**src/sv/pcx_rle_line_decoder_macros.svh**
```systemverilog
// Assertion macros shared by the PCX RLE line decoder
`ifndef PCX_RLE_LINE_DECODER_MACROS_SVH
`define PCX_RLE_LINE_DECODER_MACROS_SVH

// same-cycle implication, sampled on clk, off during reset
`define PCX_ASSERT_IMPLY(lbl, ante, cons, msg) \
    lbl: assert property (@(posedge clk) disable iff (!rst_n) (ante) |-> (cons)) \
        else $error(msg);

// next-cycle implication, sampled on clk, off during reset
`define PCX_ASSERT_NEXT(lbl, ante, cons, msg) \
    lbl: assert property (@(posedge clk) disable iff (!rst_n) (ante) |=> (cons)) \
        else $error(msg);

`endif

```
**src/sv/pcx_pkg.sv**
```systemverilog
// Types and constants shared by the PCX RLE line decoder modules
package pcx_pkg;

    localparam logic [7:0] RUN_MARK = 8'hC0;
    localparam logic [7:0] RUN_MASK = 8'h3F;

    localparam int QUEUE_DEPTH = 4;
    localparam int QUEUE_PTR_W = $clog2(QUEUE_DEPTH);

    localparam int CFG_INDEX_W = 2;
    localparam logic [CFG_INDEX_W-1:0] CFG_OUTPUT_MODE    = 2'd0;
    localparam logic [CFG_INDEX_W-1:0] CFG_BYTES_PER_LINE = 2'd1;

    typedef struct packed {
        logic        command;
        logic [7:0]  data_byte;
        logic [7:0]  palette_index;
        logic [15:0] palette_value;
    } pcx_item_t;

    typedef struct packed {
        logic [15:0] pixel;
        logic        last_of_run;
        logic        end_of_line;
    } pcx_result_t;

    typedef enum logic {
        OP_PAL_WRITE = 1'b0,
        OP_EMIT      = 1'b1
    } pcx_op_t;

    // Work entry passed from front to back
    typedef struct packed {
        pcx_op_t     op;
        logic [7:0]  index;    // pixel byte, or palette address for a write
        logic [15:0] value;    // palette color for a write
        logic [5:0]  count;    // pixels to emit, never zero for OP_EMIT
        logic        eol;      // line ends on the last pixel
    } pcx_cmd_t;

    typedef enum logic {
        BK_IDLE = 1'b0,
        BK_RUN  = 1'b1
    } pcx_back_state_t;

endpackage

```
**src/sv/pcx_front.sv**
```systemverilog
// Front end: accepts stream items, tracks run and line state, issues work entries
module pcx_front (
    input  logic              clk,
    input  logic              rst_n,
    input  logic              accept,
    input  pcx_pkg::pcx_item_t item,
    input  logic [15:0]       bytes_per_line,
    output logic              q_push,
    output pcx_pkg::pcx_cmd_t q_entry
);
    import pcx_pkg::*;

    logic        run_pending_reg, run_pending_next;
    logic [5:0]  run_length_reg, run_length_next;
    logic [15:0] pixels_done_reg, pixels_done_next;

    logic [5:0]  count_w;
    logic [16:0] total_w;
    logic        eol_w;

    always_comb
    begin
        run_pending_next = run_pending_reg;
        run_length_next  = run_length_reg;
        pixels_done_next = pixels_done_reg;
        count_w          = 6'd0;
        q_push           = 1'b0;
        total_w          = 17'd0;
        eol_w            = 1'b0;

        q_entry.op    = OP_PAL_WRITE;
        q_entry.index = item.palette_index;
        q_entry.value = item.palette_value;
        q_entry.count = 6'd0;
        q_entry.eol   = 1'b0;

        if (accept)
        begin
            if (item.command)
            begin
                q_push = 1'b1;
            end
            else
            begin
                if (run_pending_reg)
                begin
                    count_w          = run_length_reg;
                    run_pending_next = 1'b0;
                    run_length_next  = 6'd0;
                end
                else if (item.data_byte >= RUN_MARK)
                begin
                    run_pending_next = 1'b1;
                    run_length_next  = 6'(item.data_byte & RUN_MASK);
                end
                else
                begin
                    count_w = 6'd1;
                end

                total_w = {1'b0, pixels_done_reg} + 17'(count_w);
                eol_w   = total_w >= {1'b0, bytes_per_line};

                if (count_w != 6'd0)
                begin
                    q_push           = 1'b1;
                    pixels_done_next = eol_w ? 16'd0 : total_w[15:0];
                    q_entry.op       = OP_EMIT;
                    q_entry.index    = item.data_byte;
                    q_entry.count    = count_w;
                    q_entry.eol      = eol_w;
                end
            end
        end
    end

    always_ff @(posedge clk or negedge rst_n)
    begin
        if (!rst_n)
        begin
            run_pending_reg <= 1'b0;
            run_length_reg  <= 6'd0;
            pixels_done_reg <= 16'd0;
        end
        else
        begin
            run_pending_reg <= run_pending_next;
            run_length_reg  <= run_length_next;
            pixels_done_reg <= pixels_done_next;
        end
    end

endmodule

```
**src/sv/pcx_queue.sv**
```systemverilog
// Short work queue between front and back
module pcx_queue (
    input  logic              clk,
    input  logic              rst_n,
    input  logic              push,
    input  pcx_pkg::pcx_cmd_t push_entry,
    output logic              full,
    output logic              valid,
    input  logic              pop,
    output pcx_pkg::pcx_cmd_t head
);
    import pcx_pkg::*;

    pcx_cmd_t               slot_reg [QUEUE_DEPTH];
    logic [QUEUE_PTR_W-1:0] wr_ptr_reg, wr_ptr_next;
    logic [QUEUE_PTR_W-1:0] rd_ptr_reg, rd_ptr_next;
    logic [QUEUE_PTR_W:0]   fill_reg, fill_next;

    assign full  = fill_reg == (QUEUE_PTR_W+1)'(QUEUE_DEPTH);
    assign valid = fill_reg != '0;
    assign head  = slot_reg[rd_ptr_reg];

    always_comb
    begin
        wr_ptr_next = wr_ptr_reg;
        rd_ptr_next = rd_ptr_reg;
        fill_next   = fill_reg;
        if (push)
        begin
            wr_ptr_next = wr_ptr_reg + 1'b1;
        end
        if (pop)
        begin
            rd_ptr_next = rd_ptr_reg + 1'b1;
        end
        if (push && !pop)
        begin
            fill_next = fill_reg + 1'b1;
        end
        else if (pop && !push)
        begin
            fill_next = fill_reg - 1'b1;
        end
    end

    always_ff @(posedge clk)
    begin
        if (push)
        begin
            slot_reg[wr_ptr_reg] <= push_entry;
        end
    end

    always_ff @(posedge clk or negedge rst_n)
    begin
        if (!rst_n)
        begin
            wr_ptr_reg <= '0;
            rd_ptr_reg <= '0;
            fill_reg   <= '0;
        end
        else
        begin
            wr_ptr_reg <= wr_ptr_next;
            rd_ptr_reg <= rd_ptr_next;
            fill_reg   <= fill_next;
        end
    end

endmodule

```
**src/sv/pcx_back.sv**
```systemverilog
// Back end: palette memory, run expansion and result register
module pcx_back (
    input  logic                 clk,
    input  logic                 rst_n,
    input  logic                 output_mode,
    input  logic                 q_valid,
    input  pcx_pkg::pcx_cmd_t    q_head,
    output logic                 q_pop,
    output logic                 res_valid,
    output pcx_pkg::pcx_result_t res,
    input  logic                 res_pop
);
    import pcx_pkg::*;

    pcx_back_state_t state_reg, state_next;

    logic [15:0] palette [256];
    logic [15:0] rd_data_reg;
    logic [7:0]  byte_reg;
    logic        eol_reg;
    logic [5:0]  cnt_reg, cnt_next;
    logic        out_valid_reg, out_valid_next;
    pcx_result_t out_reg;

    logic        out_free;
    logic        mem_we;
    logic        load;
    logic        emit;
    pcx_result_t res_w;

    assign out_free = !out_valid_reg || res_pop;

    // next state
    always_comb
    begin
        state_next = state_reg;
        unique case (state_reg)
            BK_IDLE:
            begin
                if (q_valid && q_head.op == OP_EMIT)
                begin
                    state_next = BK_RUN;
                end
            end
            BK_RUN:
            begin
                if (out_free && cnt_reg == 6'd1)
                begin
                    state_next = BK_IDLE;
                end
            end
            default: state_next = BK_IDLE;
        endcase
    end

    // outputs
    always_comb
    begin
        q_pop  = 1'b0;
        mem_we = 1'b0;
        load   = 1'b0;
        emit   = 1'b0;
        unique case (state_reg)
            BK_IDLE:
            begin
                q_pop  = q_valid;
                mem_we = q_valid && q_head.op == OP_PAL_WRITE;
                load   = q_valid && q_head.op == OP_EMIT;
            end
            BK_RUN:
            begin
                emit = out_free;
            end
            default: ;
        endcase
    end

    always_comb
    begin
        res_w.pixel       = output_mode ? rd_data_reg : {8'd0, byte_reg};
        res_w.last_of_run = cnt_reg == 6'd1;
        res_w.end_of_line = (cnt_reg == 6'd1) && eol_reg;

        cnt_next = cnt_reg;
        if (load)
        begin
            cnt_next = q_head.count;
        end
        else if (emit)
        begin
            cnt_next = cnt_reg - 6'd1;
        end

        out_valid_next = out_valid_reg;
        if (emit)
        begin
            out_valid_next = 1'b1;
        end
        else if (res_pop)
        begin
            out_valid_next = 1'b0;
        end
    end

    always_ff @(posedge clk)
    begin
        if (mem_we)
        begin
            palette[q_head.index] <= q_head.value;
        end
        if (load)
        begin
            rd_data_reg <= palette[q_head.index];
            byte_reg    <= q_head.index;
            eol_reg     <= q_head.eol;
        end
        if (emit)
        begin
            out_reg <= res_w;
        end
    end

    always_ff @(posedge clk or negedge rst_n)
    begin
        if (!rst_n)
        begin
            state_reg     <= BK_IDLE;
            cnt_reg       <= 6'd0;
            out_valid_reg <= 1'b0;
        end
        else
        begin
            state_reg     <= state_next;
            cnt_reg       <= cnt_next;
            out_valid_reg <= out_valid_next;
        end
    end

    assign res_valid = out_valid_reg;
    assign res       = out_reg;

endmodule

```
**src/sv/pcx_rle_line_decoder.sv**
```systemverilog
// PCX RLE line decoder: a queue-style block that turns a PCX run-length
// stream into pixels. Each item is either a stream byte or a palette write.
// A byte of 0xC0 or above arms a run of (byte & 0x3F); the next byte is then
// emitted that many times (zero emits nothing). Other bytes emit once. In
// output_mode 1 each pixel is looked up in a 256 x 16 palette; in mode 0 it is
// the byte itself. end_of_line marks the last pixel of the byte that brings
// the line count to bytes_per_line or beyond. Timing: the front takes one
// item per cycle into a 4-entry work queue; markers and zero runs never
// enter it. The back takes one queued entry at a time: it uses the palette
// memory port (write, or registered read) and then, for an emit, sends its
// pixels one by one into the output register before taking the next entry.
// Input is held off only while the work queue is full. One finished result
// waits in the output register; while it is not popped the back stalls on
// its next pixel, and the queue then fills and holds off the input.
// The palette holds garbage until written; reading an unwritten entry in
// mode 1 gives an undefined pixel.
module pcx_rle_line_decoder (
    input  logic                              clk,
    input  logic                              rst_n,
    // item side
    input  logic                              push,
    output logic                              full,
    input  pcx_pkg::pcx_item_t                item,
    // result side
    output logic                              empty,
    input  logic                              pop,
    output pcx_pkg::pcx_result_t              result,
    // configuration writes
    input  logic                              cfg_valid,
    output logic                              cfg_ready,
    input  logic [pcx_pkg::CFG_INDEX_W-1:0]   cfg_index,
    input  logic [15:0]                       cfg_data
);
    import pcx_pkg::*;

`include "pcx_rle_line_decoder_macros.svh"

    logic        output_mode_reg, output_mode_next;
    logic [15:0] bytes_per_line_reg, bytes_per_line_next;

    logic        accept;
    logic        q_push;
    pcx_cmd_t    q_entry;
    logic        q_full;
    logic        q_valid;
    logic        q_pop;
    pcx_cmd_t    q_head;
    logic        res_valid;

    // Registers are always writable; the user makes writes only while idle, as the block does not enforce it
    assign cfg_ready = 1'b1;

    always_comb
    begin
        output_mode_next    = output_mode_reg;
        bytes_per_line_next = bytes_per_line_reg;
        if (cfg_valid)
        begin
            unique case (cfg_index)
                CFG_OUTPUT_MODE:    output_mode_next    = cfg_data[0];
                CFG_BYTES_PER_LINE: bytes_per_line_next = cfg_data;
                default: ;
            endcase
        end
    end

    always_ff @(posedge clk or negedge rst_n)
    begin
        if (!rst_n)
        begin
            output_mode_reg    <= 1'b0;
            bytes_per_line_reg <= 16'd1;
        end
        else
        begin
            output_mode_reg    <= output_mode_next;
            bytes_per_line_reg <= bytes_per_line_next;
        end
    end

    // A transaction is taken whenever the work queue has room
    assign full   = q_full;
    assign accept = push && !q_full;

    pcx_front u_front (
        .clk            (clk),
        .rst_n          (rst_n),
        .accept         (accept),
        .item           (item),
        .bytes_per_line (bytes_per_line_reg),
        .q_push         (q_push),
        .q_entry        (q_entry)
    );

    pcx_queue u_queue (
        .clk        (clk),
        .rst_n      (rst_n),
        .push       (q_push),
        .push_entry (q_entry),
        .full       (q_full),
        .valid      (q_valid),
        .pop        (q_pop),
        .head       (q_head)
    );

    pcx_back u_back (
        .clk         (clk),
        .rst_n       (rst_n),
        .output_mode (output_mode_reg),
        .q_valid     (q_valid),
        .q_head      (q_head),
        .q_pop       (q_pop),
        .res_valid   (res_valid),
        .res         (result),
        .res_pop     (pop)
    );

    assign empty = !res_valid;

    // end of line only ever rides on the last pixel of a byte
    `PCX_ASSERT_IMPLY(a_eol_on_last, !empty && result.end_of_line, result.last_of_run, "end_of_line without last_of_run")
    // back never pops an empty work queue
    `PCX_ASSERT_IMPLY(a_pop_has_entry, q_pop, q_valid, "work queue popped while empty")
    // front never writes into a full work queue
    `PCX_ASSERT_IMPLY(a_push_has_room, q_push, !q_full, "work queue pushed while full")
    // a queued emit leaves the back busy with at least one pixel
    `PCX_ASSERT_NEXT(a_emit_nonzero, q_pop && q_head.op == OP_EMIT, u_back.state_reg == BK_RUN, "empty run reached back")

endmodule
```
**config.mk**
```make
export PLATFORM = sky130hd
export DESIGN_NAME = pcx_rle_line_decoder
export DESIGN_NICKNAME = d
export VERILOG_FILES = /design/src/sv/pcx_pkg.sv /design/src/sv/pcx_front.sv /design/src/sv/pcx_queue.sv /design/src/sv/pcx_back.sv /design/src/sv/pcx_rle_line_decoder.sv
export VERILOG_INCLUDE_DIRS = /design/src /design/src/sv
export SDC_FILE = /design/constraint.sdc
export NUM_CORES = 2
export LEC_CHECK = 0
export BUFFER_PORTS_ARGS = -buffer_cell sky130_fd_sc_hd__buf_4
export CAP_MARGIN = 20
export CORE_ASPECT_RATIO = 0.6
export CORE_UTILIZATION = 28
export DETAILED_ROUTE_END_ITERATION = 10
export MAX_ROUTING_LAYER = met4
export PLACE_DENSITY_LB_ADDON = 0.05
export SYNTH_ARGS = -nofsm -noshare
export SYNTH_HDL_FRONTEND = slang
export SYNTH_MEMORY_MAX_BITS = 65536
export SYNTH_SLANG_ARGS = --single-unit
```
**constraint.sdc**
```tcl
create_clock -name clk -period 14.73 [get_ports clk]
set_input_delay 2.2095 -clock clk [delete_from_list [all_inputs] [get_ports clk]]
set_output_delay 2.2095 -clock clk [all_outputs]
set_load 0.05 [all_outputs]
```
==> flow_metrics.py <==
metrics = {
    "place": {
        "dp.cells": 20078,
        "routabilityCongestion": 0.7876,
        "hpwl_um": 361300,
        "port_buffers": 75,
        "pre_cts_slack_ps": 6812,
    },
    "floorplanning": {
        "dieArea_um2": 610500,
        "io_pins": 77,
        "die_x_um": 1008,
        "placementRows": 221,
        "coreArea_um2": 604500,
        "start_util_pct": 28.13,
        "dieHeight_um": 605.6,
    },
    "pwr": {
        "p_per_area_nw_per_um2": 228.3,
        "p_leak_nw": 64.40,
        "total_power_w": 0.04475,
        "peakVddDrop_uv": 196.3,
    },
    "clocking": {
        "cts.sinks": 4322,
        "clock_path_buffers": 4,
        "clock-root-buffer": "clkbuf_16",
        "cts_tree": "done",
        "clock_latency_ps": 980,
        "clk_pin_slew_worst_paths_ps": 70,
        "cts_hold_buffers": 0,
        "htreeDepth": 5,
        "post_cts_buffers": 0,
        "cts_resized": 0,
        "cts_buffers": 439,
    },
    "status": {
        "status": "complete, no violations",
    },
    "global_route": {
        "grt_max_degree": 162,
        "grt_util_all_layers_pct": 20.27,
        "grt_pass1_vias": 99493,
        "overflow": 0,
        "antenna_found_initial": 76,
        "grt_first_pass_wirelength_um": 849900,
    },
    "logic_synthesis": {
        "synth_edf_count": 4267,
        "synth_ff_type": "edfxtp_1",
        "ys_warn_count": 0,
        "yosys-top-cells-area": "edfxtp_1, nand2_1, nand3_1",
        "synth.avg_cell_area_um2": 13.84,
        "synth-async-reset-ratio_pct": 1.273,
        "synth_cell_types": 52,
        "synth_area_um2": 170000,
        "ys_seq_elements": 4322,
        "syn-instance-count": 12289,
        "synth_top_area_share_pct": 75.35,
        "seq_area_frac_synth_pct": 76.16,
        "synth_area_leader_cell": "edfxtp_1",
        "synth_fp_nets": 12376,
    },
    "flow_run": {
        "maxCapViolCount": 0,
    },
    "critical_path": {
        "slowest_stage": "a21oi_1",
        "arrival_ps": 7820,
        "crit_fanout": 66,
        "setup.worst_path.start_class": "register",
        "cpPeakStageDelay_ps": 1050,
        "required_ps": 15400,
        "criticalPathCategory": "reg2reg",
        "crit_chain": "mux2i_1, mux2_8, buf_4, buf_4, buf_4, buf_4, nand3_1, a21oi_1, nor3_1, a21oi_1, nand4_1",
        "critPathBufInv": 4,
        "crit_family": "buffers and inverters",
        "rrSetupSlack_ps": 7580,
        "crit_top_cell": "buf_4",
        "end_kind": "register",
    },
    "routing": {
        "vias_per_cell": 4.994,
        "post_drt_wl_per_cell_um": 29.57,
        "drc": 0,
        "ant_nets": 0,
        "dr.pass1.iters": 6,
        "num_vias": 104479,
        "first_iter_violations": 10728,
        "drt_wl_total_um": 618600,
    },
    "timing": {
        "hold_viol": 0,
        "finClkSkew_ps": 47.66,
        "fin_crit_sh_pct": 48.53,
        "setup-tns-final_ps": 0,
        "fin_ws_ps": 7581,
        "timing.fmax_mhz": 139.9,
        "maxSlewHeadroom_pct": 10.05,
        "tightest_slew_ps": 1337,
        "rsz0062_at_grt": "no",
        "finalSetupViolCount": 0,
        "period_needed_ps": 7149,
        "slew_viol_final": 0,
    },
    "cells_and_area": {
        "final_cell_mix": "edfxtp_1, nand2_1, nand3_1",
        "areaGrowthSynthToFinish_pct": 15.30,
        "mostFrequentLayoutCell": "edfxtp_1",
        "final_nets": 12583,
        "drive_gt1_share_pct": 11.97,
        "finalNonFillerCells": 20920,
        "largest_register_ffs": 4096,
    },
    "hold_path": {
        "hold_class": "reg2reg",
    },
}
## cell families (layout without fill, tap and decap cells)
group	after synthesis	in the layout	synth area share, %
and+or+nand+nor	5322	5322	13.60
DFF	4322	4322	76.16
AOI/OAI and AO/OA	1556	1556	5.612
buffers and inverters	854	1428	2.252
muxes	181	181	2.022
adders and majority gates	31	31	0.2369
xor gates and xnor gates	22	22	0.1133
other	1	30	0.002205
## synthesized netlist by cell type, types with 233 or more instances
library cell,instances
a211oi_1,233
a21oi_1,429
a31oi_1,509
and3_1,264
buf_2,294
clkbuf_1,385
edfxtp_1,4267
nand2_1,3324
nand3_1,862
nor2_1,338
nor2b_1,241
o22ai_1,238
## power by group
part           switching (W)  leakage (nW)  internal, W
sequential          0.000176          39.1       0.0161
clock                0.00500          6.78      0.00609
combinational         0.0136          18.6      0.00381
## path summary, 6_finish.rpt
check | cells after the start | startpoint | to
hold reg to reg | 1 | u_queue.fill_reg[2] | u_queue.fill_reg[2]
hold / removal | 1 | u_queue.fill_reg[2] | u_queue.fill_reg[2]
setup / recovery | 11 | u_queue.rd_ptr_reg[0] | u_back.rd_data_reg[14]
max in group asynchronous | 1 | rst_n | u_queue.rd_ptr_reg[1]
setup reg to reg | 11 | u_queue.rd_ptr_reg[0] | u_back.rd_data_reg[14]
min in group asynchronous | 1 | rst_n | u_front.run_pending_reg
## worst register-to-register path: cells and delay by family (launching register included)
family | cells | cell delay, ps
AOI/OAI and AO/OA | 2 | 1810
buffers and inverters | 4 | 3090
DFF | 1 | 630
muxes | 2 | 820
and+or+nand+nor | 3 | 500
## per-stage QoR
step	hold slack [ps]	utilization, %	instance area [um^2]
5_1_grt	518.5	32.43	196000
3_5_place_dp	483.4	30.13	182100
4_1_cts	497.3	32.41	195900
3_3_place_gp	475.1	30.07	181800
6_report	487.5	32.43	196100
2_1_floorplan	455.1	-	170000
## area by class of cell
cell class                 count  area (um^2)
clock buffer                 526        11480
clock inverter               282         2325
multi-input combinational   7113        37590
inverter                      44        196.4
antenna                       29        72.57
timing repair buffer         576         4835
fill                       59131       408400
tap                         8028        10040
sequential                  4322       129500
## layer usage
layer / routed length [um] / vias to the layer above / GRT usage [%]
met1: 316500 / 54846 / 31.58
met2: 258100 / 2962 / 28.48
met4: 8466 / 0 / 2.651
met5: 0 / - / -
li1: - / 46100 / -
met3: 35490 / 571 / 2.825
(Power assumes the default switching activity.)
